### config.mk
export PLATFORM = sky130hd
export DESIGN_NAME = top_k_cost_keeper
export DESIGN_NICKNAME = d
export VERILOG_FILES = /design/src/tkck_pkg.sv /design/src/tkck_cell.sv /design/src/top_k_cost_keeper.sv
export SDC_FILE = /design/constraint.sdc
export NUM_CORES = 1
export LEC_CHECK = 0
export BUFFER_PORTS_ARGS = -buffer_cell sky130_fd_sc_hd__buf_2
export CAP_MARGIN = 20
export CORE_UTILIZATION = 57
export DETAILED_ROUTE_END_ITERATION = 6
export GPL_TIMING_DRIVEN = 1
export PLACE_DENSITY = 0.77
export SYNTH_ARGS = -nofsm -noshare
export SYNTH_HDL_FRONTEND = slang
export SYNTH_SLANG_ARGS = --single-unit
### constraint.sdc
create_clock -name clk -period 9.1 [get_ports clk]
set_input_delay 0.455 -clock clk [delete_from_list [all_inputs] [get_ports clk]]
set_output_delay 0.455 -clock clk [all_outputs]
set_load 0.005 [all_outputs]
### src/tkck_pkg.sv
// Package for the top-k cost keeper: shared types, item kinds and register indexes.
// Used by tkck_cell and top_k_cost_keeper; depends on nothing else.
`timescale 1ns / 1ps
`default_nettype none
package tkck_pkg;

	typedef logic signed [31:0] cost_t;

	typedef enum logic [1:0] {
		KIND_INSERT = 2'd0,
		KIND_CLEAR  = 2'd1,
		KIND_DRAIN  = 2'd2
	} kind_t;

	typedef enum logic {
		ST_IDLE  = 1'b0,
		ST_DRAIN = 1'b1
	} state_t;

	localparam logic CFG_KEEP_COUNT = 1'b0;
	localparam logic CFG_BATCH_SIZE = 1'b1;

	localparam logic [3:0]  KEEP_COUNT_RESET = 4'd8;
	localparam logic [15:0] BATCH_SIZE_RESET = 16'd64;

	// Control broadcast from the sequencer to every cell of the chain.
	typedef struct packed {
		logic  ins;   // store the new word at its rank, shift the tail right
		logic  shift; // drain step: every cell takes its right neighbor
		cost_t cost;  // cost of the word being inserted
	} cell_ctl_t;

endpackage
`default_nettype wire

### src/tkck_cell.sv
// One cell of the sorted chain: holds one kept entry and compares it with the new cost.
// Depends on tkck_pkg.
`timescale 1ns / 1ps
`default_nettype none
module tkck_cell
	import tkck_pkg::*;
#(
	parameter int IDX     = 0,
	parameter int ID_BITS = 8,
	parameter int PW      = 4
) (
	input  wire logic               clk,
	input  wire cell_ctl_t          ctl,
	input  wire logic [ID_BITS-1:0] ins_id,
	input  wire logic [PW-1:0]      fill,
	input  wire logic               left_lt,
	input  wire cost_t              left_cost,
	input  wire logic [ID_BITS-1:0] left_id,
	input  wire cost_t              right_cost,
	input  wire logic [ID_BITS-1:0] right_id,
	input  wire logic [ID_BITS-1:0] drop_in,
	output logic                    lt,
	output cost_t                   cost_out,
	output logic [ID_BITS-1:0]      id_out,
	output logic [ID_BITS-1:0]      drop_out
);

	cost_t              cost_q;
	logic [ID_BITS-1:0] id_q;
	logic               valid;
	logic               tail;
	logic               ins_here;
	logic               take_left;

	assign valid = PW'(IDX) < fill;
	assign lt    = valid && (cost_q < ctl.cost);

	// The strictly-lower cells form a prefix, so the rank boundary is where lt falls.
	assign ins_here  = left_lt && !lt;
	assign take_left = !left_lt;

	// The last occupied cell passes its id down the chain as the push-out candidate.
	assign tail     = PW'(IDX + 1) == fill;
	assign drop_out = drop_in | (tail ? id_q : '0);

	assign cost_out = cost_q;
	assign id_out   = id_q;

	always_ff @(posedge clk) begin
		if (ctl.ins) begin
			if (ins_here) begin
				cost_q <= ctl.cost;
				id_q   <= ins_id;
			end else if (take_left) begin
				cost_q <= left_cost;
				id_q   <= left_id;
			end
		end else if (ctl.shift) begin
			cost_q <= right_cost;
			id_q   <= right_id;
		end
	end

endmodule
`default_nettype wire

### src/top_k_cost_keeper.sv
// Top level of the top-k cost keeper: sequencer, counters, registers and the cell chain.
// Depends on tkck_pkg and tkck_cell.
//
//  channel  | handshake             | word
//  ---------+-----------------------+----------------------------------------------
//  command  | start, busy           | kind, cost, sample_id
//  config   | cfg_valid, cfg_ready  | cfg_index, cfg_data
//  result   | strobe                | accepted, position, dropped_valid, dropped_id,
//           |                       | batch_done, out_valid, out_id, out_cost, last
//
// Insert and clear give their result on the cycle after the accepting edge, and a new
// command can be taken on that same cycle. A drain of n kept entries shifts the chain
// toward cell 0 once per cycle and gives max(n,1) results on consecutive cycles; busy
// is raised only for n above one and drops as the last result word appears.
// Reset empties the list and the count and loads keep_count 8, batch_size 64.
// The receiver cannot stall results; cfg_ready is always high.
`timescale 1ns / 1ps
`default_nettype none
module top_k_cost_keeper
	import tkck_pkg::*;
#(
	parameter int MAX_KEEP = 8,
	parameter int ID_BITS  = 8
) (
	input  wire logic                          clk,
	input  wire logic                          arst_n,
	input  wire logic                          start,
	output logic                               busy,
	input  wire logic [1:0]                    kind,
	input  wire cost_t                         cost,
	input  wire logic [ID_BITS-1:0]            sample_id,
	input  wire logic                          cfg_valid,
	output logic                               cfg_ready,
	input  wire logic                          cfg_index,
	input  wire logic [15:0]                   cfg_data,
	output logic                               strobe,
	output logic                               accepted,
	output logic [$clog2(MAX_KEEP + 1)-1:0]    position,
	output logic                               dropped_valid,
	output logic [ID_BITS-1:0]                 dropped_id,
	output logic                               batch_done,
	output logic                               out_valid,
	output logic [ID_BITS-1:0]                 out_id,
	output cost_t                              out_cost,
	output logic                               last
);

	localparam int PW = $clog2(MAX_KEEP + 1);
	localparam int CW = (PW > 4) ? PW : 4;

	state_t        state_q, state_d;
	logic [PW-1:0] fill_q, fill_d;
	logic [PW-1:0] left_q, left_d;
	logic [15:0]   cnt_q, cnt_d, cnt_inc;
	logic [3:0]    keep_q;
	logic [15:0]   batch_q;

	cell_ctl_t ctl;

	logic [MAX_KEEP-1:0] lt_vec;
	cost_t               cell_cost [MAX_KEEP];
	logic [ID_BITS-1:0]  cell_id   [MAX_KEEP];
	logic [ID_BITS-1:0]  drop_chain [MAX_KEEP+1];
	logic [PW-1:0]       rank;
	logic [CW-1:0]       keep_eff;
	logic                rank_fits;
	logic                full;

	logic               strobe_d, acc_d, dv_d, bd_d, ov_d, last_d;
	logic [PW-1:0]      pos_d;
	logic [ID_BITS-1:0] did_d, oid_d;
	cost_t              oc_d;

	assign busy      = state_q == ST_DRAIN;
	assign cfg_ready = 1'b1;

	// Cell chain.
	assign drop_chain[0] = '0;
	for (genvar i = 0; i < MAX_KEEP; i++) begin : g_cell
		logic               l_lt;
		cost_t              l_cost;
		logic [ID_BITS-1:0] l_id;
		cost_t              r_cost;
		logic [ID_BITS-1:0] r_id;

		if (i == 0) begin : g_head
			assign l_lt   = 1'b1;
			assign l_cost = '0;
			assign l_id   = '0;
		end else begin : g_body
			assign l_lt   = lt_vec[i-1];
			assign l_cost = cell_cost[i-1];
			assign l_id   = cell_id[i-1];
		end
		if (i == MAX_KEEP - 1) begin : g_end
			assign r_cost = '0;
			assign r_id   = '0;
		end else begin : g_mid
			assign r_cost = cell_cost[i+1];
			assign r_id   = cell_id[i+1];
		end

		tkck_cell #(
			.IDX    (i),
			.ID_BITS(ID_BITS),
			.PW     (PW)
		) u_cell (
			.clk       (clk),
			.ctl       (ctl),
			.ins_id    (sample_id),
			.fill      (fill_q),
			.left_lt   (l_lt),
			.left_cost (l_cost),
			.left_id   (l_id),
			.right_cost(r_cost),
			.right_id  (r_id),
			.drop_in   (drop_chain[i]),
			.lt        (lt_vec[i]),
			.cost_out  (cell_cost[i]),
			.id_out    (cell_id[i]),
			.drop_out  (drop_chain[i+1])
		);
	end

	assign rank = PW'($countones(lt_vec));

	always_comb begin
		if (CW'(keep_q) > CW'(MAX_KEEP)) begin
			keep_eff = CW'(MAX_KEEP);
		end else begin
			keep_eff = CW'(keep_q);
		end
	end

	assign rank_fits = CW'(rank) < keep_eff;
	assign full      = CW'(fill_q) >= keep_eff;
	assign cnt_inc   = cnt_q + 16'd1;

	always_comb begin
		state_d   = state_q;
		fill_d    = fill_q;
		left_d    = left_q;
		cnt_d     = cnt_q;
		ctl.ins   = 1'b0;
		ctl.shift = 1'b0;
		ctl.cost  = cost;
		strobe_d  = 1'b0;
		acc_d     = 1'b0;
		pos_d     = '0;
		dv_d      = 1'b0;
		did_d     = '0;
		bd_d      = 1'b0;
		ov_d      = 1'b0;
		oid_d     = '0;
		oc_d      = '0;
		last_d    = 1'b0;
		case (state_q)
			ST_IDLE: begin
				if (start) begin
					case (kind)
						KIND_INSERT: begin
							strobe_d = 1'b1;
							last_d   = 1'b1;
							pos_d    = rank;
							if (rank_fits) begin
								ctl.ins = 1'b1;
								acc_d   = 1'b1;
								// A full list keeps its fill and loses its old last entry.
								if (full) begin
									dv_d  = 1'b1;
									did_d = drop_chain[MAX_KEEP];
								end else begin
									fill_d = fill_q + PW'(1);
								end
							end else begin
								dv_d  = 1'b1;
								did_d = sample_id;
							end
							if (cnt_inc == batch_q) begin
								bd_d  = 1'b1;
								cnt_d = '0;
							end else begin
								cnt_d = cnt_inc;
							end
						end
						KIND_CLEAR: begin
							strobe_d = 1'b1;
							last_d   = 1'b1;
							fill_d   = '0;
							cnt_d    = '0;
						end
						KIND_DRAIN: begin
							strobe_d = 1'b1;
							fill_d   = '0;
							cnt_d    = '0;
							if (fill_q == '0) begin
								last_d = 1'b1;
							end else begin
								ov_d      = 1'b1;
								oid_d     = cell_id[0];
								oc_d      = cell_cost[0];
								ctl.shift = 1'b1;
								if (fill_q == PW'(1)) begin
									last_d = 1'b1;
								end else begin
									state_d = ST_DRAIN;
									left_d  = fill_q - PW'(1);
								end
							end
						end
						default: begin
						end
					endcase
				end
			end
			ST_DRAIN: begin
				strobe_d  = 1'b1;
				ov_d      = 1'b1;
				oid_d     = cell_id[0];
				oc_d      = cell_cost[0];
				ctl.shift = 1'b1;
				left_d    = left_q - PW'(1);
				if (left_q == PW'(1)) begin
					last_d  = 1'b1;
					state_d = ST_IDLE;
				end
			end
			default: begin
				state_d = ST_IDLE;
			end
		endcase
	end

	always_ff @(posedge clk or negedge arst_n) begin
		if (!arst_n) begin
			state_q <= ST_IDLE;
			fill_q  <= '0;
			left_q  <= '0;
			cnt_q   <= '0;
			strobe  <= 1'b0;
		end else begin
			state_q <= state_d;
			fill_q  <= fill_d;
			left_q  <= left_d;
			cnt_q   <= cnt_d;
			strobe  <= strobe_d;
		end
	end

	always_ff @(posedge clk or negedge arst_n) begin
		if (!arst_n) begin
			keep_q  <= KEEP_COUNT_RESET;
			batch_q <= BATCH_SIZE_RESET;
		end else if (cfg_valid && cfg_ready) begin
			case (cfg_index)
				CFG_KEEP_COUNT: keep_q  <= cfg_data[3:0];
				CFG_BATCH_SIZE: batch_q <= cfg_data;
				default: begin
				end
			endcase
		end
	end

	always_ff @(posedge clk) begin
		accepted      <= acc_d;
		position      <= pos_d;
		dropped_valid <= dv_d;
		dropped_id    <= did_d;
		batch_done    <= bd_d;
		out_valid     <= ov_d;
		out_id        <= oid_d;
		out_cost      <= oc_d;
		last          <= last_d;
	end

	// The chain stays sorted: the cells below the new cost form an unbroken prefix.
	a_sorted_prefix: assert property (@(posedge clk) disable iff (!arst_n)
		((lt_vec + MAX_KEEP'(1)) & lt_vec) == '0)
		else $error("cell chain lost its sort order");

	a_fill_bound: assert property (@(posedge clk) disable iff (!arst_n)
		fill_q <= PW'(MAX_KEEP))
		else $error("fill count beyond chain length");

	a_cmd_result: assert property (@(posedge clk) disable iff (!arst_n)
		(start && !busy && (kind == KIND_INSERT || kind == KIND_CLEAR
			|| kind == KIND_DRAIN)) |=> strobe)
		else $error("accepted command gave no result");

	a_drain_end: assert property (@(posedge clk) disable iff (!arst_n)
		(busy && left_q == PW'(1)) |=> (strobe && last && !busy))
		else $error("drain did not end with a last word");

	a_single_last: assert property (@(posedge clk) disable iff (!arst_n)
		(strobe && !out_valid) |-> last)
		else $error("single-word result without last");

endmodule
`default_nettype wire

# Word-level counts from Yosys, hierarchy flattened
# Cells that the tools add are included.
# op_classes
add_sub_neg	11
magnitude_cmp	19
n_eq_ne	27
muxes	118
n_bitwise	11
reduce_logical	44
# op_table
cell	count
$mux 32	34
$mux 8	44
$lt 32x32->1	8
$pmux 32 s2	1
$or 8x8->8	7
$pmux 16 s2	1
$mux 4	7
$ne 3x3->1 const B	7
$mux 1	20
$reduce_and 2->1	10
$add 16x1->16 const B	1
$eq 16x16->1	1
$eq 3x4->1 const A	4
$lt 3x4->1 const A	4
$mux 16	1
$pmux 4 s2	2
$pmux 8 s2	1
$logic_and 1x1->1	15
$ne 2x2->1 const B	6
$pmux 1 s2	6
$add 1x1->2	4
$eq 2x4->1 const A	2
$eq 4x1->1 const B	2
$lt 1x4->1 const A	2
24 further kinds	40
# totals
ff_bits	423
inputBits	63
elab_cells	262

# Depth between registers and ports, before layout
# Gate-level depths: netlist of run 1.
# logic_depth
ltp_word	12
ltp_mapped	29

# Modules after synthesis
# A second synthesis of run 1 with hierarchy kept.
# hier_totals
hier_cells	3709
hier_area_um2	35087.4
# by_module_without_submodules
module	n_inst	cells_per_inst	area_each_um2
top_k_cost_keeper	1	503	4972.3
tkck_cell (g_cell[1].u_cell)	1	404	3885.0
tkck_cell (g_cell[3].u_cell)	1	404	3883.7
tkck_cell (g_cell[7].u_cell)	1	404	3865.0
tkck_cell (g_cell[4].u_cell)	1	409	3860.0
tkck_cell (g_cell[2].u_cell)	1	408	3851.2
tkck_cell (g_cell[6].u_cell)	1	408	3849.9
tkck_cell (g_cell[5].u_cell)	1	408	3848.7
tkck_cell (g_cell[0].u_cell)	1	361	3071.7

# Worst setup path before layout of run 1
# No wires, ideal clock.
# synth_timing
path_type	input to register
from	in cost[17]
to	reg g_cell[1].u_cell.cost_q[0] (enable)
setup_ns	0.462
t_arrival_ns	8.290
t_required_ns	8.638
path_slack_ns	0.348
path_stages	28
n_path_buf	2
path_cell_list	inv_1 -> ha_1 -> a21o_1 -> a21o_1 -> a21o_1 -> a211oi_1 -> o21ai_0 -> a21oi_1 -> o21ai_0 -> xor2_1 -> and2_1 -> fa_1 -> inv_1 -> fa_1 -> fa_1 -> inv_1 -> ha_1 -> fa_1 -> ha_1 -> a21o_1 -> a21o_1 -> a21oi_1 -> nand3_1 -> clkbuf_1 -> inv_2 -> buf_2 -> nor2_1 -> a31oi_1
# synth_between
elab_chain_len	12
# synth_lines
element	line	source
from (decl)	top_k_cost_keeper.sv:30	input wire cost_t cost,
$lt 32x32->1	tkck_cell.sv:36	assign lt = valid && (cost_q < ctl.cost);
$logic_and 1x1->1	tkck_cell.sv:36	
$add 1x1->2 (not written as such)	top_k_cost_keeper.sv:125	assign rank = PW'($countones(lt_vec));
$add 2x2->3 (not written as such)	top_k_cost_keeper.sv:125	
$add 3x3->4 (not written as such) *	top_k_cost_keeper.sv:125	
net rank[1]	top_k_cost_keeper.sv:64	logic [PW-1:0] rank;
$lt 4x4->1 *	top_k_cost_keeper.sv:135	assign rank_fits = CW'(rank) < keep_eff;
$mux 1 *	top_k_cost_keeper.sv:165	if (rank_fits) begin
$mux 1 *	n/a	
$mux 2 *	top_k_cost_keeper.sv:159	if (start) begin
$mux 1 *	top_k_cost_keeper.sv:157	case (state_q)
$ne 3x3->1 (no line) or $reduce_bool 2->1 (tied branches)	n/a	
$reduce_and 2->1 (no line) *	n/a	
to (signal assigned)	tkck_cell.sv:52	cost_q <= ctl.cost;
to (signal assigned)	tkck_cell.sv:55	cost_q <= left_cost;
to (signal assigned)	tkck_cell.sv:59	cost_q <= right_cost;
to (decl)	tkck_cell.sv:28	cost_t cost_q;
# Mark *: on every way through the listed nets, which the timed path passes. The rest lies on a longest branch.
# A chain may end at the register's enable or synchronous reset.

# Worst setup path after layout of run 1
# layout_timing
from	reg g_cell[0].u_cell.cost_q[17]
to	reg g_cell[1].u_cell.cost_q[6] (enable)
# layout_between
elab_chain_len	12
# layout_lines
element	line
from (decl)	tkck_cell.sv:28
from (signal assigned)	tkck_cell.sv:52
from (signal assigned)	tkck_cell.sv:55
from (signal assigned)	tkck_cell.sv:59
$lt 32x32->1 *	tkck_cell.sv:36
$logic_and 1x1->1 *	tkck_cell.sv:36
$add 1x1->2 (not written as such) *	top_k_cost_keeper.sv:125
$add 2x2->3 (not written as such) *	top_k_cost_keeper.sv:125
$add 3x3->4 (not written as such) *	top_k_cost_keeper.sv:125
net rank[1]	top_k_cost_keeper.sv:64
$lt 4x4->1 *	top_k_cost_keeper.sv:135
$mux 1 *	top_k_cost_keeper.sv:165
$mux 1 *	n/a
$mux 2 *	top_k_cost_keeper.sv:159
$mux 1 *	top_k_cost_keeper.sv:157
$ne 3x3->1 (no line) or $reduce_bool 2->1 (tied branches)	n/a
$reduce_and 2->1 (no line) *	n/a
# Marked as above.

==> results by group, run 1 <==
Pwr
  • Peak VDD IR: between 0.4 and 0.5 mV
  • PwrDens: 440 nW/um^2
  • P_leak: 12.4 nW

Logic synthesis
  • Synth Area per Inst: ~10 sq um
  • Post-synth top cells: 480 x nand2_1, 320 x edfxtp_1, 270 x ha_1
  • Synth top area cells: edfxtp_1 37%, ha_1 13%, nand2_1 6.9%, mux2i_1 6.4%, dfxtp_1 4.4%
  • Top cell type's share of synthesized area: 0.369
  • Ys flop type: edfxtp_1
  • Number of flops mapped to enable cells by yosys: 320
  • Synth Warn #: 0
  • Ys async rst share: 0.109
  • Seq/Total Area, Yosys: 0.457
  • Mapped Cells: about 2600
  • Seq cells post-synth: ~420
  • Post-Syn Nets: slightly below 3000
  • Post-synthesis cell type count: 75
  • Most common cell in the netlist: nand2_1
  • Post-Syn Area: 26100 sq um
  • Largest area contributor in the netlist: edfxtp_1

Timing
  • Total negative slack: 0 ns
  • Final setup margin: approximately 1.1 ns
  • Slew @ Worst Pin: ~1.1 ns
  • Setup-failing EPs final: 0
  • Minimum clock period: 7.97 ns
  • Setup Skew: 0.0242 ns
  • Final slew viol count: 0
  • Final hold viol count: 0
  • Final Cycle Share: 0.876
  • Slew margin rel.: 0.259
  • Fmax: 125 MHz
  • RSZ-0062 raised after global routing: false

Critical path
  • Kind of end point of the critical path: register
  • CP arrival: approximately 8 ns
  • R2r setup slk: about 1.1 ns
  • Reg2Reg Launch Point: g_cell[0].u_cell.cost_out[17]
  • Critical path startpoint category: register
  • Worst Setup EP: g_cell[1].u_cell.cost_out[6]
  • Critical-path top delay cell: buf_4
  • Crit Path Category: register to register
  • Crit-path max cell delay: slightly below 0.7 ns
  • Worst endpoint required time: just over 9 ns
  • Most frequent CP cell: a21o_1
  • Worst setup startpoint: g_cell[0].u_cell.cost_out[17]
  • Crit path max-delay family: adder cells
  • Levels on crit path: 27
  • Reg-to-reg endpoint: g_cell[1].u_cell.cost_out[6]
  • Buf/Inv on CP: 5
  • R2R cell count: 27
  • Critical path peak fanout: 39

Clock network
  • Hold buffers post-CTS: 0
  • Clock Pin Slew Worst Setup and Hold Paths: about 0.06 ns
  • Worst skew pair latency: just over 0.6 ns
  • Total setup buffers inserted after CTS: 0
  • Post-CTS Resized: 0
  • Clk root buf: clkbuf_16
  • Clock Path Buffers: 3
  • Cts bufs inserted: just under 50
  • Clock sink count: 423
  • CTS tree: built
  • CTS H-tree lvls: 2

Die
  • Die H: around 220 um
  • Core footprint: ~45000 sq um
  • Starting Density: 0.584
  • Die width: 216 um
  • Number of cell rows: a little under 80
  • Total I/O pin count: approximately 120
  • Die area: about 47000 sq um

Global routing
  • Total GRT Usage: 0.336
  • First-pass GRT wire length: roughly 120000 um
  • Largest net degree at the start of global routing: 245
  • Initial antenna violation count: 3
  • Number of global-route vias before repair: around 21000
  • Grt ovf: 0

Hold path
  • Hold Path Class: input pin to register

Finish
  • Finished Core Util: 0.649
  • Fin nets: about 3000
  • Area of the multi-input gates: 13500 sq um
  • Synth-to-Final Area Change: 11.1%
  • # fillers: 3511
  • FF/Latch Area: 11900 sq um
  • Layout cells sized above 1: 0.108

Place
  • I/O Buffers: around 120
  • Post-DP HPWL: approximately 53000 um
  • Place WS: just over 0.9 ns
  • Placer Congestion: between 0.9 and 1

Route
  • Routed length per instance: between 20 and 25 um
  • Vias per cell: about 6.6
  • Drt first-iter violations: between 2000 and 2500
  • Final wirelength: ~79000 um
  • Drt first pass iters: 6
  • Vias: roughly 21000
  • Antenna-violating nets left: 0
  • Drc violations: 0

Run
  • Number of max-cap violations: 0

Run status
  • Status: finished clean
## worst min path at each step
stage / endpoint / slack, ns / from / cells past startpoint
detailed placement: cnt_q[15] / 0.50 / cnt_q[15] / 1
floorplan: batch_q[0] / 0.16 / arst_n / 0
global placement: cnt_q[15] / 0.49 / cnt_q[15] / 1
CTS: cnt_q[14] / 0.06 / arst_n / 1
finish: keep_q[3] / 0.09 / cfg_data[3] / 3
global route: batch_q[13] / 0.09 / cfg_data[13] / 2
## logic make-up after synthesis
family	after synthesis	share of synthesized area
flops	423	0.457
compound gates	592	0.144
xor+xnor	28	0.00941
other cells	1	0.000144
fa+ha+maj	274	0.133
buf+inv	199	0.0315
mux	192	0.0750
simple gates	856	0.150
## placed cells by master, fill, tap and decap left out, drive strengths merged, types with 52 or more instances in the layout
cell	synthesis	layout
nand2	480	480
edfxtp	320	320
ha	270	270
o21ai	202	202
mux2i	166	166
buf	45	157
nand3	148	148
o211ai	128	128
a21oi	111	111
clkbuf	96	65
nor2b	60	60
inv	58	59
dfxtp	57	57
nor2	52	52
## layout make-up
| class | instances | area share |
|---|---|---|
| antenna | 1 | 0.0000864 |
| clock buffer | 65 | 0.0455 |
| clock inverter | 26 | 0.0128 |
| inverter | 58 | 0.00769 |
| multi-input combinational | 1943 | 0.466 |
| sequential | 423 | 0.411 |
| tap | 592 | 0.0256 |
| timing repair buffer | 158 | 0.0315 |
## through the flow
step                hold slack [ns]  cells  instance area (sq um)  total power [W]
finish                       0.0919   3266                  28900           0.0127
global route                 0.0893   3266                  28900           0.0134
CTS                          0.0612   3263                  28900           0.0126
detailed placement            0.499   3172                  27200           0.0105
global placement              0.487   3172                  27200           0.0102
floorplan                     0.159   2565                  26100          0.00821
## power breakdown
group / internal, W / switching, W
Combinational: 0.00226 / 0.00403
Sequential: 0.00347 / 0.000855
Clock: 0.00125 / 0.000856
Total: 0.00698 / 0.00574
## worst register-to-register path, delay by kind of cell (launching register included)
kind	cells	cell delay, ns
adders and majority gates	7	2.67
AOI/OAI and AO/OA	11	2.15
buffers and inverters	5	1.28
and+or+nand+nor	3	0.54
DFF	1	0.46
xor gates and xnor gates	1	0.46
## per-layer routing
metal | vias up | GRT usage | wire length, um
met1 | 10400 | 0.449 | 31700
met4 | 6 | 0.157 | 3540
met3 | 240 | 0.0596 | 7410
met5 | - | 0.00521 | 56
li1 | 9691 | - | -
met2 | 1160 | 0.530 | 36100
## sequential cells by signal, summed over array words and instances, names as in the netlist
name,cells
fill_q,4
batch_q,16
busy,1
left_q,4
out_id,8
g_cell.u_cell.cost_out,256
strobe,1
out_cost,32
dropped_valid,1
last,1
keep_q,4
accepted,1
g_cell.u_cell.id_out,64
cnt_q,16
out_valid,1
position,4
dropped_id,8
batch_done,1
Power figures use the tool's default switching activity.
==> run 2, diff against run 1 <==
--- a/config.mk
+++ b/config.mk
@@ -7,7 +7,7 @@
 export LEC_CHECK = 0
 export BUFFER_PORTS_ARGS = -buffer_cell sky130_fd_sc_hd__buf_2
 export CAP_MARGIN = 20
-export CORE_UTILIZATION = 57
+export CORE_UTILIZATION = 60
 export DETAILED_ROUTE_END_ITERATION = 6
 export GPL_TIMING_DRIVEN = 1
 export PLACE_DENSITY = 0.77
==> constraint.sdc (replaced) <==
create_clock -name clk -period 9.5 [get_ports clk]
set_input_delay 0.475 -clock clk [delete_from_list [all_inputs] [get_ports clk]]
set_output_delay 0.475 -clock clk [all_outputs]
set_load 0.005 [all_outputs]
==> results by group, run 2 (synthesis gave the netlist of run 1 again) <==
Clock network
  • Total setup buffers inserted after CTS: 0 (unchanged)
  • Clock Pin Slew Worst Setup and Hold Paths: 0.06 ns (about the same)
  • Clock sink count: 423 (unchanged)
  • Clock Path Buffers: 3 (unchanged)
  • CTS H-tree lvls: 2 (unchanged)
  • Clk root buf: clkbuf_16
  • CTS tree: built
  • Hold buffers post-CTS: 0 (unchanged)
  • Worst skew pair latency: 0.59 ns (-0.03 ns)
  • Post-CTS Resized: 0 (unchanged)
  • Cts bufs inserted: 47 (-4.1%)

Critical path
  • Crit Path Category: register to register
  • Critical path startpoint category: register
  • Critical path peak fanout: 101 (+160%)
  • Critical-path top delay cell: buf_4
  • Crit-path max cell delay: 0.89 ns (+0.20 ns)
  • CP arrival: 8.25 ns (+0.05 ns)
  • Worst endpoint required time: 9.79 ns (+0.46 ns)
  • Kind of end point of the critical path: register
  • Most frequent CP cell: a21o_1

Global routing
  • Largest net degree at the start of global routing: 215 (-12%)
  • Number of global-route vias before repair: 20700 (-1.2%)
  • First-pass GRT wire length: 116000 um (-4.5%)
  • Grt ovf: 0 (unchanged)
  • Initial antenna violation count: 2 (-1)
  • Total GRT Usage: 0.336 (about the same)

Die
  • Die area: 44300 sq um (-5.0%)
  • Core footprint: 42400 sq um (-4.9%)
  • Starting Density: 0.614 (+0.0302)
  • Die width: 210 um (-2.5%)
  • Die H: 210 um (-2.5%)
  • Total I/O pin count: 123 (unchanged)
  • Number of cell rows: 75 (-2.6%)

Pwr
  • P_int: 0.00657 W (-5.9%)
  • P_leak: 12.4 nW (-0.41%)
  • Logic pwr share: 0.501 (+0.006)
  • Sw frac: 0.446 (-0.00552)
  • Peak VDD IR: 0.463 mV (+10%)
  • Clk network pwr share: 0.154 (-0.012)
  • P_sw: 0.00528 W (-8.0%)
  • Register share of total power: 0.344 (+0.004)
  • PwrDens: 412 nW/um^2 (-6.3%)

Finish
  • # fillers: 3256 (-7.3%)
  • Area of the multi-input gates: 13500 sq um (unchanged)
  • Most frequent cells in the layout: 478 x nand2_1, 320 x edfxtp_1, 269 x ha_1
  • Fin nets: 2966 (-0.13%)
  • Synth-to-Final Area Change: 10.5%
  • FF/Latch Area: 11900 sq um (unchanged)
  • Most common cell after layout, fill and taps aside: nand2_1
  • Fin area: 28800 sq um (-0.53%)
  • Largest register FFs: 256 (unchanged)
  • Layout cells sized above 1: 0.107 (-0.00118)

Route
  • Final wirelength: 74000 um (-6.1%)
  • Drt first-iter violations: 2454 (+9.7%)
  • Drt first pass iters: 7 (+1)
  • Vias per cell: 6.61 (+0.48%)
  • Antenna-violating nets left: 0 (unchanged)
  • Routed length per instance: 22.8 um (-5.5%)
  • Drc violations: 0 (unchanged)
  • Vias: 21400 (-0.22%)

Timing
  • RSZ-0062 raised after global routing: false
  • Final Cycle Share: 0.838 (-0.0376)
  • Final slew viol count: 0 (unchanged)
  • Total negative slack: 0 ns (unchanged)
  • Setup Skew: 0.0138 ns (-0.0104 ns)
  • Fmax: 126 MHz (about the same)
  • Setup-failing EPs final: 0 (unchanged)
  • Slew margin rel.: 0.298 (+0.0389)
  • Minimum clock period: 7.96 ns (-0.00659 ns)
  • Final hold viol count: 0 (unchanged)
  • Slew @ Worst Pin: 1.04 ns (-0.0639 ns)

Place
  • Placer Congestion: 0.939 (-4.0%)
  • Post-DP HPWL: 50700 um (-4.2%)
  • I/O Buffers: 121 (unchanged)
  • Area after DPL: 27200 sq um (about the same)

Run status
  • Status: finished clean

Hold path
  • Hold Path Class: input pin to register

Run
  • Number of max-cap violations: 0 (unchanged)
[run 2: cell type report]
cell class                 count  area share
antenna                        1   0.0000869
clock buffer                  70      0.0483
clock inverter                15     0.00452
inverter                      58     0.00773
multi-input combinational   1943       0.468
sequential                   423       0.413
tap                          577      0.0251
timing repair buffer         156      0.0327
[run 2: worst paths after layout]
path / start / end / slack, ns / cells after the start
setup reg to reg: g_cell[0].u_cell.cost_out[17] / g_cell[1].u_cell.cost_out[9] / 1.54 / 25
hold reg to reg: cnt_q[15] / cnt_q[15] / 0.51 / 1
hold / removal: cfg_data[4] / batch_q[4] / 0.12 / 2
max in group asynchronous: arst_n / batch_q[6] / 8.47 / 3
min in group asynchronous: arst_n / batch_q[0] / 0.43 / 2
setup / recovery: g_cell[0].u_cell.cost_out[17] / g_cell[1].u_cell.cost_out[9] / 1.54 / 25
[run 2: worst max-delay path, delay by kind of cell (launching register included)]
kind	cells	cell delay (ns)
simple gates	2	0.42
xor+xnor	1	0.43
buf+inv	4	1.74
fa+ha+maj	7	2.71
compound gates	11	1.84
flops	1	0.46
[run 2: routing by layer]
layer,vias up,global-route usage,share of wire
met5,-,0,0.00022
met4,2,0.150,0.047
met3,245,0.0571,0.095
met2,1170,0.528,0.45
met1,10300,0.458,0.40
li1,9691,-,-
[run 2: metrics by stage]
step                utilization  std cells  hold WS [ns]  worst slack (ns)  power [W]
global placement          0.642       3155         0.490              1.39    0.00962
finish                    0.679       3243         0.117              1.54     0.0119
global route              0.679       3243         0.106              1.10     0.0126
detailed placement        0.642       3155         0.501              1.23    0.00991
floorplan                     -       2565         0.179             0.728    0.00787
CTS                       0.678       3240        0.0865              1.66     0.0117
[run 2: power groups by stage]
stage	Combinational (W)	Sequential (W)	Clock, W
global route	0.00650	0.00416	0.00191
floorplan	0.00406	0.00381	0
finish	0.00594	0.00408	0.00183
CTS	0.00586	0.00405	0.00184
detailed placement	0.00584	0.00407	0
global placement	0.00557	0.00405	0
